**src/lpbd_pkg.sv**
```systemverilog
// Package for the length-prefixed block deframer.
// Holds the request, kind and phase codes and the item type shared by the design modules.
// Depends on nothing.
`default_nettype none

package lpbd_pkg;

  localparam int unsigned ByteBits = 8;
  localparam int unsigned LenBits  = 16;
  localparam int unsigned ReqBits  = 2;
  localparam int unsigned KindBits = 2;

  localparam logic [LenBits-1:0] MaxLenReset = 16'd2048;

  localparam logic [ReqBits-1:0] REQ_DATA = 2'd0;
  localparam logic [ReqBits-1:0] REQ_UP   = 2'd1;
  localparam logic [ReqBits-1:0] REQ_DOWN = 2'd2;

  localparam logic [KindBits-1:0] KIND_BYTE = 2'd0;
  localparam logic [KindBits-1:0] KIND_PING = 2'd1;
  localparam logic [KindBits-1:0] KIND_BAD  = 2'd2;

  typedef enum logic [3:0] {
    PH_DOWN    = 4'b0001,
    PH_LEN_HI  = 4'b0010,
    PH_LEN_LO  = 4'b0100,
    PH_PAYLOAD = 4'b1000
  } phase_t;

  typedef struct packed {
    logic                valid;
    logic [ReqBits-1:0]  req_type;
    logic [ByteBits-1:0] data_byte;
  } item_t;

endpackage

`default_nettype wire

```
**src/length_prefixed_block_deframer.sv**
```systemverilog
// Top level of the length-prefixed block deframer.
// Instantiates lpbd_in_reg and lpbd_core; uses lpbd_pkg.
//
// Receive-side deframer for a byte stream of blocks, each a 16-bit big-endian length
// followed by that many payload bytes. Each input beat carries a request in in_tuser
// (data byte, link up, link down) and a byte in in_tdata. Once the link is up, every
// payload byte leaves as one output beat with tlast on the final byte of its block; a
// zero length gives one ping beat and a length above the configured maximum gives one
// error beat carrying the length, after which the link is down until the next link-up.
// One beat is taken per cycle unless out_tready holds the result register; a beat
// passes the input register, then the result register. The user must write the
// maximum length (reset 2048) via cfg_valid/cfg_data only while idle; not enforced.
`default_nettype none

module length_prefixed_block_deframer (
  input  wire         clk,
  input  wire         rst_n,
  input  wire         cfg_valid,
  output logic        cfg_ready,
  input  wire  [15:0] cfg_data,   // max_block_len
  input  wire         in_tvalid,
  output logic        in_tready,
  input  wire  [7:0]  in_tdata,   // data_byte
  input  wire  [1:0]  in_tuser,   // req_type
  output logic        out_tvalid,
  input  wire         out_tready,
  output logic [23:0] out_tdata,  // payload_byte [7:0], bad_length [23:8]
  output logic        out_tlast,  // last_in_block
  output logic [1:0]  out_tuser   // kind
);

  lpbd_pkg::item_t item;
  logic            take;

  assign cfg_ready = 1'b1;

  lpbd_in_reg u_in_reg (
    .clk       (clk),
    .rst_n     (rst_n),
    .in_tvalid (in_tvalid),
    .in_tready (in_tready),
    .in_tdata  (in_tdata),
    .in_tuser  (in_tuser),
    .take      (take),
    .item      (item)
  );

  lpbd_core u_core (
    .clk        (clk),
    .rst_n      (rst_n),
    .cfg_valid  (cfg_valid),
    .cfg_data   (cfg_data),
    .item       (item),
    .take       (take),
    .out_tvalid (out_tvalid),
    .out_tready (out_tready),
    .out_tdata  (out_tdata),
    .out_tlast  (out_tlast),
    .out_tuser  (out_tuser)
  );

  a_in_free: assert property (@(posedge clk) disable iff (!rst_n)
    !item.valid |-> in_tready)
    else $error("Input refused while the input register is empty.");

  a_bad_len: assert property (@(posedge clk) disable iff (!rst_n)
    out_tvalid && out_tuser == lpbd_pkg::KIND_BAD |-> out_tdata[23:8] != 16'd0)
    else $error("Length error beat without a nonzero length.");

  a_ctrl_beat: assert property (@(posedge clk) disable iff (!rst_n)
    out_tvalid && out_tuser != lpbd_pkg::KIND_BYTE |-> !out_tlast && out_tdata[7:0] == 8'd0)
    else $error("Ping or error beat carries payload fields.");

  a_no_bad_kind: assert property (@(posedge clk) disable iff (!rst_n)
    out_tvalid |-> out_tuser == lpbd_pkg::KIND_BYTE || out_tuser == lpbd_pkg::KIND_PING ||
                   out_tuser == lpbd_pkg::KIND_BAD)
    else $error("Result beat with an undefined kind.");

endmodule

`default_nettype wire

```
**src/lpbd_in_reg.sv**
```systemverilog
// Input register stage of the length-prefixed block deframer.
// Captures one input beat and holds it until the core takes it; uses lpbd_pkg.
`default_nettype none

module lpbd_in_reg (
  input  wire                           clk,
  input  wire                           rst_n,
  input  wire                           in_tvalid,
  output logic                          in_tready,
  input  wire [lpbd_pkg::ByteBits-1:0]  in_tdata,
  input  wire [lpbd_pkg::ReqBits-1:0]   in_tuser,
  input  wire                           take,
  output lpbd_pkg::item_t               item
);

  logic                          valid_r;
  logic                          valid_nxt;
  logic [lpbd_pkg::ReqBits-1:0]  req_r;
  logic [lpbd_pkg::ByteBits-1:0] data_r;

  assign in_tready = !valid_r || take;
  assign valid_nxt = in_tready ? in_tvalid : valid_r;

  always_ff @(posedge clk) begin
    if (!rst_n) begin
      valid_r <= 1'b0;
    end else begin
      valid_r <= valid_nxt;
    end
  end

  always_ff @(posedge clk) begin
    if (in_tready && in_tvalid) begin
      req_r  <= in_tuser;
      data_r <= in_tdata;
    end
  end

  assign item.valid     = valid_r;
  assign item.req_type  = req_r;
  assign item.data_byte = data_r;

endmodule

`default_nettype wire

```
**src/lpbd_core.sv**
```systemverilog
// Deframing state and result register of the length-prefixed block deframer.
// Updates the link phase and counters per beat and registers the result; uses lpbd_pkg.
`default_nettype none

module lpbd_core (
  input  wire                           clk,
  input  wire                           rst_n,
  input  wire                           cfg_valid,
  input  wire [lpbd_pkg::LenBits-1:0]   cfg_data,
  input  lpbd_pkg::item_t               item,
  output logic                          take,
  output logic                          out_tvalid,
  input  wire                           out_tready,
  output logic [lpbd_pkg::ByteBits+lpbd_pkg::LenBits-1:0] out_tdata,
  output logic                          out_tlast,
  output logic [lpbd_pkg::KindBits-1:0] out_tuser
);

  lpbd_pkg::phase_t              phase_r, phase_nxt;
  logic [lpbd_pkg::ByteBits-1:0] len_hi_r, len_hi_nxt;
  logic [lpbd_pkg::LenBits-1:0]  blk_len_r, blk_len_nxt;
  logic [lpbd_pkg::LenBits-1:0]  rcvd_r, rcvd_nxt;
  logic [lpbd_pkg::LenBits-1:0]  max_len_r;
  logic [lpbd_pkg::LenBits-1:0]  len;
  logic [lpbd_pkg::LenBits-1:0]  rcvd_inc;

  logic                           out_v_r, out_v_nxt;
  logic [lpbd_pkg::KindBits-1:0]  kind_r, kind_nxt;
  logic [lpbd_pkg::ByteBits-1:0]  byte_r, byte_nxt;
  logic                           last_r, last_nxt;
  logic [lpbd_pkg::LenBits-1:0]   bad_r, bad_nxt;
  logic                           emit;

  assign take     = item.valid && (!out_v_r || out_tready);
  assign len      = {len_hi_r, item.data_byte};
  assign rcvd_inc = rcvd_r + 16'd1;

  always_comb begin
    phase_nxt   = phase_r;
    len_hi_nxt  = len_hi_r;
    blk_len_nxt = blk_len_r;
    rcvd_nxt    = rcvd_r;
    emit        = 1'b0;
    kind_nxt    = lpbd_pkg::KIND_BYTE;
    byte_nxt    = '0;
    last_nxt    = 1'b0;
    bad_nxt     = '0;
    if (item.req_type == lpbd_pkg::REQ_UP) begin
      phase_nxt   = lpbd_pkg::PH_LEN_HI;
      len_hi_nxt  = '0;
      blk_len_nxt = '0;
      rcvd_nxt    = '0;
    end else if (item.req_type == lpbd_pkg::REQ_DOWN) begin
      phase_nxt   = lpbd_pkg::PH_DOWN;
      len_hi_nxt  = '0;
      blk_len_nxt = '0;
      rcvd_nxt    = '0;
    end else if (item.req_type == lpbd_pkg::REQ_DATA) begin
      unique case (phase_r)
        lpbd_pkg::PH_LEN_HI: begin
          len_hi_nxt = item.data_byte;
          phase_nxt  = lpbd_pkg::PH_LEN_LO;
        end
        lpbd_pkg::PH_LEN_LO: begin
          if (len > max_len_r) begin
            emit        = 1'b1;
            kind_nxt    = lpbd_pkg::KIND_BAD;
            bad_nxt     = len;
            phase_nxt   = lpbd_pkg::PH_DOWN;
            len_hi_nxt  = '0;
            blk_len_nxt = '0;
            rcvd_nxt    = '0;
          end else if (len == '0) begin
            emit      = 1'b1;
            kind_nxt  = lpbd_pkg::KIND_PING;
            phase_nxt = lpbd_pkg::PH_LEN_HI;
          end else begin
            blk_len_nxt = len;
            rcvd_nxt    = '0;
            phase_nxt   = lpbd_pkg::PH_PAYLOAD;
          end
        end
        lpbd_pkg::PH_PAYLOAD: begin
          emit     = 1'b1;
          byte_nxt = item.data_byte;
          rcvd_nxt = rcvd_inc;
          if (rcvd_inc >= blk_len_r) begin
            last_nxt  = 1'b1;
            phase_nxt = lpbd_pkg::PH_LEN_HI;
          end
        end
        default: begin
        end
      endcase
    end
  end

  always_comb begin
    if (take) begin
      out_v_nxt = emit;
    end else if (out_tready) begin
      out_v_nxt = 1'b0;
    end else begin
      out_v_nxt = out_v_r;
    end
  end

  always_ff @(posedge clk) begin
    if (!rst_n) begin
      phase_r   <= lpbd_pkg::PH_DOWN;
      len_hi_r  <= '0;
      blk_len_r <= '0;
      rcvd_r    <= '0;
      max_len_r <= lpbd_pkg::MaxLenReset;
      out_v_r   <= 1'b0;
    end else begin
      out_v_r <= out_v_nxt;
      if (cfg_valid) begin
        max_len_r <= cfg_data;
      end
      if (take) begin
        phase_r   <= phase_nxt;
        len_hi_r  <= len_hi_nxt;
        blk_len_r <= blk_len_nxt;
        rcvd_r    <= rcvd_nxt;
      end
    end
  end

  always_ff @(posedge clk) begin
    if (take && emit) begin
      kind_r <= kind_nxt;
      byte_r <= byte_nxt;
      last_r <= last_nxt;
      bad_r  <= bad_nxt;
    end
  end

  assign out_tvalid = out_v_r;
  assign out_tuser  = kind_r;
  assign out_tlast  = last_r;
  assign out_tdata  = {bad_r, byte_r};

endmodule

`default_nettype wire

```
**config.mk**
```make
export PLATFORM = sky130hd
export DESIGN_NAME = length_prefixed_block_deframer
export DESIGN_NICKNAME = d
export VERILOG_FILES = /design/src/lpbd_pkg.sv /design/src/length_prefixed_block_deframer.sv /design/src/lpbd_in_reg.sv /design/src/lpbd_core.sv
export SDC_FILE = /design/constraint.sdc
export NUM_CORES = 1
export LEC_CHECK = 0
export BUFFER_PORTS_ARGS = -buffer_cell sky130_fd_sc_hd__buf_4
export CAP_MARGIN = 30
export CORE_UTILIZATION = 30
export DETAILED_ROUTE_END_ITERATION = 8
export PLACE_DENSITY_LB_ADDON = 0.2
export SLEW_MARGIN = 10
export SYNTH_ARGS = -nofsm -noshare
export SYNTH_HDL_FRONTEND = slang
export SYNTH_SLANG_ARGS = --single-unit
```
**constraint.sdc**
```tcl
create_clock -name clk -period 4.3 [get_ports clk]
set_clock_uncertainty 0.1 [all_clocks]
set_input_delay 0.86 -clock clk [delete_from_list [all_inputs] [get_ports clk]]
set_output_delay 0.86 -clock clk [all_outputs]
set_load 0.02 [all_outputs]
```
* Yosys cells after proc, flatten, opt, wreduce, memory -nomap -nowiden *
Cells that the tools add are included.

word-level totals
  register bits after elaboration = 99
  input port bits = 31
  output and inout port bits = 30
  logic and storage cells = 88

cells by class
  add/sub/neg operators = 1
  magnitude comparators = 2
  equal/unequal tests = 9
  muxes and demuxes = 35
  bitwise operators = 4
  reductions and logical operators = 23

operators with widths
  kind                   count
  $mux 16                11
  $mux 8                 4
  $pmux 16 s2            1
  $mux 4                 6
  $add 16x1->16 const B  1
  $ge 16x16->1           1
  $gt 16x16->1           1
  $logic_not 16->1       1
  $pmux 8 s2             1
  $reduce_and 4->1       4
  $ne 4x1->1 const B     3
  $pmux 4 s3             1
  $reduce_or 5->1        2
  $mux 1                 9
  $reduce_bool 4->1      2
  $reduce_or 4->1        2
  $reduce_bool 3->1      2
  $ne 5x2->1 const B     1
  $reduce_bool 5->1      1
  $eq 4x2->1 const B     1
  $eq 4x3->1 const B     1
  $eq 4x4->1 const B     1
  $not 1->1              4
  $logic_and 1x1->1      3
  8 further kinds        10

* Logic depth before layout (Yosys ltp) *
Gate-level depths: netlist of run 1.

  depth after elaboration = 8
  gate-level depth with buffers = 12
  gate-level depth less buffers = 12

* By module *
A second synthesis of run 1 with hierarchy kept.

second synthesis, totals
  cell total of the unflattened synthesis = 530
  area, all modules = 5212.5 um^2

modules (own cells, without submodules)
  module                          instances  cells an instance  area each (um^2)  seq. area each (um^2)
  lpbd_core                       1          512                4835.9            2031.9
  lpbd_in_reg                     1          16                 365.4             320.3
  length_prefixed_block_deframer  1          2                  11.3              0.0

* Worst setup path before layout of run 1 *
Ideal clock, no wire load.

  path type = register to register
  start = reg u_core.max_len_r[14] (netlist bit)
  end = reg u_core.bad_r[0] (netlist bit) (enable)
  setup time = 0.452 ns
  arrival time = 3.951 ns
  required time = 3.748 ns
  path slack = -0.203 ns
  stages on the path, launching flop included = 9
  path buffers = 0
  clock period less this slack = 4.503 ns
  cells stage by stage = dfxtp_1 -> inv_1 -> ha_1 -> nand4_2 -> nor4_2 -> a21bo_2 -> a31oi_1 -> o21ai_0 -> a211oi_1

on the way
  word-level cells in the longest chain between the ends = 7

ends and longest elaborated chain
  what                      RTL line          source
  start: declaration        lpbd_core.sv:23   logic [lpbd_pkg::LenBits-1:0] max_len_r;
  start signal: assignment  lpbd_core.sv:114  max_len_r <= lpbd_pkg::MaxLenReset;
  start signal: assignment  lpbd_core.sv:119  max_len_r <= cfg_data;
  $gt 16x16->1              lpbd_core.sv:65   if (len > max_len_r) begin
  $mux 1                    lpbd_core.sv:65
  $pmux 1 s2                lpbd_core.sv:59   unique case (phase_r)
  $mux 1                    lpbd_core.sv:58   end else if (item.req_type == lpbd_pkg::REQ_DATA) begin
  $mux 1                    lpbd_core.sv:53   end else if (item.req_type == lpbd_pkg::REQ_DOWN) begin
  $mux 1                    lpbd_core.sv:48   if (item.req_type == lpbd_pkg::REQ_UP) begin
  $logic_and 1x1->1         lpbd_core.sv:131  if (take && emit) begin
  end signal: assignment    lpbd_core.sv:135  bad_r <= bad_nxt;
  end: declaration          lpbd_core.sv:31   logic [lpbd_pkg::LenBits-1:0] bad_r, bad_nxt;

Every way passes these cells.
A chain may end at the register's enable or synchronous reset.

* Final worst setup path of run 1 *
  start = reg u_core.rcvd_r[4] (netlist bit)
  end = reg u_core.phase_r[1]

on the way
  word-level cells in the longest chain between the ends = 4

ends and longest elaborated chain
  what                               RTL line          source
  start: declaration                 lpbd_core.sv:22   logic [lpbd_pkg::LenBits-1:0] rcvd_r, rcvd_nxt;
  start signal: assignment           lpbd_core.sv:125  rcvd_r <= rcvd_nxt;
  $add 16x1->16                      lpbd_core.sv:36   assign rcvd_inc = rcvd_r + 16'd1;
  $ge 16x16->1                       lpbd_core.sv:87   if (rcvd_inc >= blk_len_r) begin
  $ne 4x1->1 (no source line)        --
  $reduce_and 4->1 (no source line)  --
  end signal: assignment             lpbd_core.sv:110  phase_r <= lpbd_pkg::PH_DOWN;
  end signal: assignment             lpbd_core.sv:122  phase_r <= phase_nxt;
  end: declaration                   lpbd_core.sv:19   lpbd_pkg::phase_t phase_r, phase_nxt;

Every way passes these cells.

==> impl_metrics.env, run 1 <==
export IMPL_status="finished clean"
export IMPL_p_sw_mw=0.5221
export IMPL_finalSetupTns_ns=0
export IMPL_cts_root_buf="clkbuf_16"
export IMPL_syn2layout_area_growth_pct=19.17
export IMPL_port_buffers=59
export IMPL_fmax_ghz=0.2793
export IMPL_dp_hpwl_um=9208
export IMPL_wl_um=12680
export IMPL_grt_pass1_vias=3882
export IMPL_post_route_period_util=0.8327
export IMPL_layout_commonest_cell="buf_4"
export IMPL_layout_drive_gt1_share=0.1853
export IMPL_cts_buffers_inserted=9
export IMPL_grt_total_usage=0.1555
export IMPL_finalSetupViolCount=0
export IMPL_seq_area_frac_synth=0.4687
export IMPL_vdd_ir_drop_max_uv=204.5
export IMPL_place_congestion=0.7845
export IMPL_n_fill_cell=1628
export IMPL_cap_violations=0
export IMPL_min_path_cells=2
export IMPL_synth_warnings=0
export IMPL_fp_dieH_um=131.3
export IMPL_synth_edf_count=37
export IMPL_dieArea_mm2=0.01725
export IMPL_avgRoutedWirePerCell_um=16.66
export IMPL_antenna_found_initial=0
export IMPL_postLayoutCellArea_mm2=0.005981
export IMPL_cts_tree="done"
export IMPL_p_per_area_mw_per_mm2=332.8
export IMPL_num_vias=3801
export IMPL_synth_area_leaders="dfxtp_1 (25%), edfxtp_1 (22%), ha_1 (9.2%), mux2i_1 (5.4%), and2_1 (3.2%)"
export IMPL_core_mm2=0.01612
export IMPL_syn_avg_cell_area_um2=10.33
export IMPL_fin_crit_ns=3.580
export IMPL_rows=46
export IMPL_critPathMaxFanout=7
export IMPL_synth_top_area_share=0.2473
export IMPL_start_util=0.3114
export IMPL_clk_path_buf_depth=2
export IMPL_seqPwrFrac=0.513
export IMPL_async_flop_share=0
export IMPL_die_width_um=131.3
export IMPL_cp_start_kind="flop"
export IMPL_pwr_share_comb=0.083
export IMPL_grt_max_degree=40
export IMPL_worstPathRequired_ns=4.44
export IMPL_netSwitchingFraction=0.2623
export IMPL_ctsResizeCount=0
export IMPL_layout_cells_non_filler=761
export IMPL_synth_cell_types=58
export IMPL_hold_viol_final=0
export IMPL_path_class="reg2reg"
export IMPL_ctsHoldBuffers=0
export IMPL_clk_latency_ns=0.36
export IMPL_vias_per_cell=4.995
export IMPL_dr_pass1_iters=5
export IMPL_grt_overflow=0
export IMPL_htreeDepth=3
export IMPL_grt_pass1_wl_um=20930
export IMPL_route_detailed_drc=0
export IMPL_ys_flop_type="dfxtp_1"
export IMPL_boundaryPins=61
export IMPL_worstHoldPathType="reg2reg"
export IMPL_synthesis_area_mm2=0.005019
export IMPL_nets=608
export IMPL_clk_pin_slew_ns=0.08
export IMPL_antennaDiodeCount=0
export IMPL_power_static_leakage_nw=2.451
export IMPL_whs_ns=0.3844
export IMPL_reg2reg_depth=11
export IMPL_ys_ff_latch=99
export IMPL_arrival_ns=3.72
export IMPL_clockPowerShare=0.404
export IMPL_cp_end_kind="flop"
export IMPL_syn_inst=486
export IMPL_synth_nets=554
export IMPL_max_slew_margin_rel=0.4086
export IMPL_placed_area_mm2=0.005685
export IMPL_post_cts_buffers=0
export IMPL_rsz0062_at_grt="no"
export IMPL_synth_area_leader_cell="dfxtp_1"
export IMPL_final_cell_mix="buf_4 (66), dfxtp_1 (62), nand2_1 (40)"
export IMPL_drt_iter0_markers=241
export IMPL_drtAntennaViolNets=0
export IMPL_intPower_mw=1.468
export IMPL_place_inst=745
export IMPL_finalMaxSlewViolations=0
export IMPL_cts_sink_count=99
export IMPL_worst_pin_slew_ns=0.8871
## flip-flops by register name, indices dropped and copies added, names as in the netlist
signal,count
u_core.byte_r,8
u_core.len_hi_r,8
u_in_reg.req_r,2
u_core.rcvd_r,16
u_core.out_tuser,2
u_core.bad_r,16
u_core.blk_len_r,16
u_core.phase_r,4
u_core.max_len_r,16
u_in_reg.data_r,8
u_in_reg.valid_r,1
u_core.out_tvalid,1
u_core.out_tlast,1
## worst max-delay path, cell delays in order (launching register included)
cell and delay [ns]:
dfxtp_1 0.42, and3_1 0.21, nand4_1 0.28, nor3_1 0.31, xor2_1 0.22, ha_1 0.28, a21oi_1 0.12, o21ai_0 0.09
o21bai_1 0.20, a2111oi_0 0.77, nor4b_1 0.11, a2111oi_0 0.34
## layer usage
metal / GRT usage / up-vias / share of wire
met5: 0 / - / 0
met1: 0.2062 / 1850 / 0.47
met4: 0.04199 / 0 / 0.011
met2: 0.2535 / 74 / 0.47
met3: 0.03511 / 11 / 0.045
li1: - / 1866 / -
## worst paths after layout
path | startpoint | to | slack, ns
setup / recovery | u_core.rcvd_r[4]$_SDFFE_PN0P_ | u_core.phase_r[1]$_SDFFE_PN0P_ | 0.72
setup reg to reg | u_core.rcvd_r[4]$_SDFFE_PN0P_ | u_core.phase_r[1]$_SDFFE_PN0P_ | 0.72
hold reg to reg | u_core.rcvd_r[15]$_SDFFE_PN0P_ | u_core.rcvd_r[15]$_SDFFE_PN0P_ | 0.38
hold / removal | u_core.rcvd_r[15]$_SDFFE_PN0P_ | u_core.rcvd_r[15]$_SDFFE_PN0P_ | 0.38
## synthesized netlist by cell type, drive strengths merged (2+ instances only)
library cell	count
ha	37
o2111ai	2
and2	26
and4	3
a211o	2
inv	38
or3	3
a32o	16
clkbuf	16
mux2i	27
a21oi	19
xnor2	8
edfxtp	37
nand4	9
buf	7
nand2b	4
nor4b	4
o21ai	10
nor4	9
a211oi	3
o41ai	2
and3	4
dfxtp	62
nand2	40
nor2	30
a31oi	2
nor3	9
nand3	13
xor2	7
a21o	2
a31o	5
a22o	8
o21a	2
o211ai	3
a221oi	2
nor2b	3
a2111oi	2
## cell type report
cell class	count	area [um2]	area share
repair buffers	66	495.5	0.08285
clock inverters	7	70.07	0.01172
flip-flops and latches	99	2352	0.3933
inverters	38	142.6	0.02385
multi-input cells	326	2425	0.4054
clock buffers	9	225.2	0.03766
well taps	216	270.3	0.04519
## power groups by stage
stage | Combinational, mW | Clock (mW) | Sequential, mW
2_1_floorplan | 0.112 | 0 | 1.03
3_3_place_gp | 0.161 | 0 | 1.04
3_5_place_dp | 0.164 | 0 | 1.04
4_1_cts | 0.165 | 0.833 | 1.02
5_1_grt | 0.183 | 0.873 | 1.02
6_report | 0.165 | 0.805 | 1.02
## through the flow
step	setup slack (ns)	total power, mW	util
6_report	0.7195	1.990	0.3711
5_1_grt	0.3618	2.081	0.3711
4_1_cts	0.7075	2.020	0.3711
3_5_place_dp	0.7381	1.207	0.3528
3_3_place_gp	0.9253	1.203	0.3528
2_1_floorplan	0.6968	1.137	-
## cell families after synthesis
logic type / after synthesis / share of synthesized area
AND/OR/NAND/NOR: 160 / 0.1695
flip-flops: 99 / 0.4687
AO/OA/AOI/OAI: 86 / 0.1381
buffers and inverters: 61 / 0.05061
adder cells (fa/ha/maj): 37 / 0.09225
multiplexers: 27 / 0.05385
XOR/XNOR: 15 / 0.02618
other: 1 / 0.0007472
No activity file was read; power rests on OpenSTA's default activity.
==> run 2, diff against run 1 <==
==> constraint.sdc (replaced) <==
create_clock -name clk -period 3.4 [get_ports clk]
set_clock_uncertainty 0.1 [all_clocks]
set_input_delay 0.68 -clock clk [delete_from_list [all_inputs] [get_ports clk]]
set_output_delay 0.68 -clock clk [all_outputs]
set_load 0.02 [all_outputs]
==> impl_metrics.env, run 2 (synthesized netlist as in run 1, its figures left out) <==
export IMPL_dp_hpwl_um=9054
export IMPL_finalSetupViolCount=0
export IMPL_dieArea_mm2=0.01725
export IMPL_cp_start_kind="flop"
export IMPL_max_slew_margin_rel=0.6283
export IMPL_place_congestion=0.8144
export IMPL_clockPowerShare=0.423
export IMPL_crit_start="u_core.rcvd_r[4]$_SDFFE_PN0P_"
export IMPL_arrival_ns=3.26
export IMPL_r2r_slack_ns=0.28
export IMPL_layout_commonest_cell="buf_4"
export IMPL_intPower_mw=1.993
export IMPL_worstPathRequired_ns=3.54
export IMPL_start_util=0.3114
export IMPL_status="finished clean"
export IMPL_hp_start="u_core.rcvd_r[13]$_SDFFE_PN0P_"
export IMPL_grt_pass1_vias=3823
export IMPL_drt_iter0_markers=268
export IMPL_cts_tree="done"
export IMPL_reg2reg_depth=13
export IMPL_vias_per_cell=4.946
export IMPL_worst_pin_slew_ns=0.5575
export IMPL_fmax_ghz=0.3202
export IMPL_r2r_end="u_core.phase_r[1]$_SDFFE_PN0P_"
export IMPL_rows=46
export IMPL_cap_violations=0
export IMPL_cts_sink_count=99
export IMPL_clk_latency_ns=0.35
export IMPL_fin_crit_ns=3.123
export IMPL_worstHoldPathType="reg2reg"
export IMPL_dr_pass1_iters=4
export IMPL_cts_root_buf="clkbuf_16"
export IMPL_route_detailed_drc=0
export IMPL_grt_overflow=0
export IMPL_clk_pin_slew_ns=0.07
export IMPL_layout_drive_gt1_share=0.2179
export IMPL_drtAntennaViolNets=0
export IMPL_grt_max_degree=40
export IMPL_antenna_found_initial=0
export IMPL_wl_um=12490
export IMPL_path_class="reg2reg"
export IMPL_final_cell_mix="buf_4 (81), dfxtp_1 (59), nand2_1 (40)"
export IMPL_port_buffers=59
export IMPL_syn2layout_area_growth_pct=22.36
export IMPL_cts_buffers_inserted=9
export IMPL_die_width_um=131.3
export IMPL_p_per_area_mw_per_mm2=426.2
export IMPL_finalMaxSlewViolations=0
export IMPL_worstReg2RegStart="u_core.rcvd_r[4]$_SDFFE_PN0P_"
export IMPL_vdd_ir_drop_max_uv=231.5
export IMPL_cp_end_kind="flop"
export IMPL_grt_total_usage=0.1498
export IMPL_seqPwrFrac=0.489
export IMPL_antennaDiodeCount=0
export IMPL_grt_pass1_wl_um=19920
export IMPL_clk_path_buf_depth=2
export IMPL_nets=623
export IMPL_core_mm2=0.01612
export IMPL_netSwitchingFraction=0.2385
export IMPL_pwr_share_comb=0.088
export IMPL_rsz0062_at_grt="no"
export IMPL_finalSetupTns_ns=0
export IMPL_hold_viol_final=0
export IMPL_fp_dieH_um=131.3
export IMPL_p_sw_mw=0.6241
export IMPL_num_vias=3838
export IMPL_boundaryPins=61
export IMPL_htreeDepth=3
export IMPL_cp_endpoint="u_core.phase_r[1]$_SDFFE_PN0P_"
export IMPL_post_route_period_util=0.9186
export IMPL_critPathMaxFanout=6
export IMPL_power_static_leakage_nw=2.548
export IMPL_avgRoutedWirePerCell_um=16.10
export IMPL_finish_utilization=0.3811
run 2: worst min path at each step:
| stage | endpoint | slack (ns) | cells past startpoint |
|---|---|---|---|
| after floorplan | u_core.rcvd_r[15]$_SDFFE_PN0P_ | 0.35 | 2 |
| after global placement | u_core.rcvd_r[15]$_SDFFE_PN0P_ | 0.37 | 2 |
| after detailed placement | u_core.rcvd_r[13]$_SDFFE_PN0P_ | 0.38 | 2 |
| after CTS | u_core.rcvd_r[13]$_SDFFE_PN0P_ | 0.39 | 2 |
| after global routing | u_in_reg.data_r[3]$_DFFE_PP_ | 0.38 | 1 |
| final | u_core.rcvd_r[13]$_SDFFE_PN0P_ | 0.39 | 2 |
run 2: what timing repair did:
item | 4_1_cts | 5_1_grt
setup endpoints to repair | 0 | 3
resized for setup | 0 | 9
buffers inserted | 0 | 4
hold buffers | 0 | 0
run 2: layout make-up:
type,count,area (um2)
Fill cell,1626,9975
Multi-Input combinational cell,326,2449
Sequential cell,99,2356
Timing Repair Buffer,81,608.1
Tap cell,216,270.3
Clock buffer,9,225.2
Inverter,38,142.6
Clock inverter,7,90.09
run 2: power groups by stage:
stage	combinational [mW]	clock [mW]	sequential [mW]
6_report	0.230	1.11	1.28
4_1_cts	0.232	1.13	1.28
2_1_floorplan	0.143	0	1.30
3_5_place_dp	0.231	0	1.31
5_1_grt	0.252	1.18	1.28
3_3_place_gp	0.228	0	1.31
run 2: worst max-delay path, cell delays in order (launching register included):
cell and delay, ns:
dfxtp_2 0.38, and3_1 0.19, nand4_1 0.20, buf_4 0.22, nor2_1 0.12, xor2_1 0.28, ha_1 0.30, a21oi_1 0.16
o21a_1 0.14, o21bai_1 0.11, a2111oi_2 0.23, buf_4 0.17, nor4b_1 0.04, a2111oi_0 0.35
run 2: metal layers:
metal  up-vias  routed length, um  global-route usage
met5         -                  0                   0
met4         0                157             0.05039
met3        11                438             0.03549
met2        68               5989              0.2470
met1      1858               5909              0.1915
li1       1901                  -                   -
run 2: per-stage QoR:
stage	total power [mW]	setup WS (ns)	instance area [um2]	hold WS (ns)	std cells
2_1_floorplan	1.439	0.1229	5031	0.3498	486
3_3_place_gp	1.534	0.1736	5768	0.3711	756
3_5_place_dp	1.538	0.1089	5768	0.3759	756
4_1_cts	2.644	0.09945	6083	0.3865	772
5_1_grt	2.712	0.004825	6141	0.3849	776
6_report	2.617	0.2769	6141	0.3881	776
==> run 3, diff against run 2 <==
--- a/config.mk
+++ b/config.mk
@@ -9,6 +9,7 @@
 export CAP_MARGIN = 30
 export CORE_UTILIZATION = 30
 export DETAILED_ROUTE_END_ITERATION = 8
+export GPL_TIMING_DRIVEN = 1
 export PLACE_DENSITY_LB_ADDON = 0.2
 export SLEW_MARGIN = 10
 export SYNTH_ARGS = -nofsm -noshare
==> constraint.sdc (replaced) <==
create_clock -name clk -period 3.6 [get_ports clk]
set_clock_uncertainty 0.1 [all_clocks]
set_input_delay 0.72 -clock clk [delete_from_list [all_inputs] [get_ports clk]]
set_output_delay 0.72 -clock clk [all_outputs]
set_load 0.02 [all_outputs]
==> impl_metrics.env, run 3 (synthesized netlist as in run 1, its figures left out) <==
export IMPL_port_buffers=59
export IMPL_avgRoutedWirePerCell_um=16.17
export IMPL_crit_buf_inv=0
export IMPL_post_route_period_util=0.9213
export IMPL_worstPathRequired_ns=3.73
export IMPL_grt_max_degree=40
export IMPL_p_per_area_mw_per_mm2=400.1
export IMPL_finalMaxSlewViolations=0
export IMPL_cp_top_family="compound AO/OA/AOI/OAI gates"
export IMPL_cp_slowest_cell="dfxtp_1"
export IMPL_fp_dieH_um=131.3
export IMPL_num_vias=3773
export IMPL_fmax_ghz=0.3015
export IMPL_fin_crit_ns=3.317
export IMPL_nets=611
export IMPL_core_mm2=0.01612
export IMPL_antennaDiodeCount=0
export IMPL_critPathMaxFanout=7
export IMPL_grt_pass1_vias=3774
export IMPL_clk_pin_slew_ns=0.07
export IMPL_dieArea_mm2=0.01725
export IMPL_finalSetupTns_ns=0
export IMPL_grt_overflow=0
export IMPL_grt_total_usage=0.1497
export IMPL_final_cell_mix="buf_4 (68), dfxtp_1 (62), nand2_1 (40)"
export IMPL_htreeDepth=3
export IMPL_rows=46
export IMPL_dp_hpwl_um=9138
export IMPL_boundaryPins=61
export IMPL_cp_depth=11
export IMPL_place_congestion=0.8973
export IMPL_route_detailed_drc=0
export IMPL_max_stage_delay_ns=0.42
export IMPL_worst_pin_slew_ns=0.8419
export IMPL_cts_sink_count=99
export IMPL_ctsResizeCount=0
export IMPL_reg2reg_depth=11
export IMPL_arrival_ns=3.45
export IMPL_vias_per_cell=4.938
export IMPL_finalSetupViolCount=0
export IMPL_rsz0062_at_grt="no"
export IMPL_cts_tree="done"
export IMPL_worstHoldPathType="reg2reg"
export IMPL_seq_area_mm2=0.002352
export IMPL_dr_pass1_iters=4
export IMPL_hold_viol_final=0
export IMPL_clk_path_buf_depth=2
export IMPL_ctsHoldBuffers=0
export IMPL_min_path_cells=2
export IMPL_drt_iter0_markers=171
export IMPL_cap_violations=0
export IMPL_r2r_slack_ns=0.28
export IMPL_layout_commonest_cell="buf_4"
export IMPL_cts_root_buf="clkbuf_16"
export IMPL_drtAntennaViolNets=0
export IMPL_antenna_found_initial=0
export IMPL_status="finished clean"
export IMPL_power_static_leakage_nw=2.470
export IMPL_multi_input_area_mm2=0.002431
export IMPL_cp_end_kind="flop"
export IMPL_path_class="reg2reg"
export IMPL_clk_latency_ns=0.35
export IMPL_layout_cells_non_filler=764
export IMPL_cts_buffers_inserted=9
export IMPL_vdd_ir_drop_max_uv=270.2
export IMPL_post_cts_buffers=0
export IMPL_wl_um=12360
export IMPL_start_util=0.3114
export IMPL_layout_drive_gt1_share=0.1898
export IMPL_n_fill_cell=1650
export IMPL_die_width_um=131.3
export IMPL_grt_pass1_wl_um=20020
export IMPL_path_cells="and3_1, nand4_1, nor3_1, xor2_1, ha_1, a21oi_1, o21ai_0, o21bai_1, a2111oi_2, nor4b_1, a2111oi_0"
export IMPL_max_slew_margin_rel=0.4308
export IMPL_cp_start_kind="flop"
export IMPL_syn2layout_area_growth_pct=20.12
export IMPL_place_inst=748
run 3: metal layers:
layer	GRT usage	routed length, um
met3	0.03318	522
met2	0.2367	5704
met4	0.06525	295
met5	0	0
met1	0.1956	5833
run 3: cell type report:
type	count	share of cell area
clock buffers	10	0.03798
clock inverters	6	0.01204
inverters	38	0.02366
multi-input cells	326	0.4033
flip-flops and latches	99	0.3902
well taps	216	0.04483
repair buffers	69	0.08800
run 3: power by group:
part | internal [mW] | switching [mW]
clock network | 0.546 | 0.441
logic | 0.0897 | 0.117
registers | 1.18 | 0.0360
run 3: metrics by stage:
stage | power, mW | setup slack [ns] | area [um2] | hold WS (ns) | utilization
floorplan | 1.359 | 0.3229 | 5031 | 0.3498 | -
global placement | 1.443 | 0.3617 | 5720 | 0.3727 | 0.3550
detailed placement | 1.449 | 0.1603 | 5720 | 0.3826 | 0.3550
CTS | 2.441 | 0.08750 | 6022 | 0.3937 | 0.3737
global route | 2.505 | 0.03670 | 6028 | 0.4130 | 0.3741
finish | 2.412 | 0.2834 | 6028 | 0.3929 | 0.3741
run 3: worst reg2reg max path, stage by stage (launching register included):
cell,delay (ns)
dfxtp_1,0.42
and3_1,0.21
nand4_1,0.29
nor3_1,0.35
xor2_1,0.23
ha_1,0.29
a21oi_1,0.12
o21ai_0,0.10
o21bai_1,0.22
a2111oi_2,0.42
nor4b_1,0.10
a2111oi_0,0.34
run 3: worst paths after layout:
path	endpoint	start
worst max-delay path	u_core.phase_r[1]$_SDFFE_PN0P_	u_core.rcvd_r[4]$_SDFFE_PN0P_
worst max register to register	u_core.phase_r[1]$_SDFFE_PN0P_	u_core.rcvd_r[4]$_SDFFE_PN0P_
worst min-delay path	u_core.max_len_r[11]$_SDFFE_PN1P_	u_core.max_len_r[11]$_SDFFE_PN1P_
worst min register to register	u_core.max_len_r[11]$_SDFFE_PN1P_	u_core.max_len_r[11]$_SDFFE_PN1P_
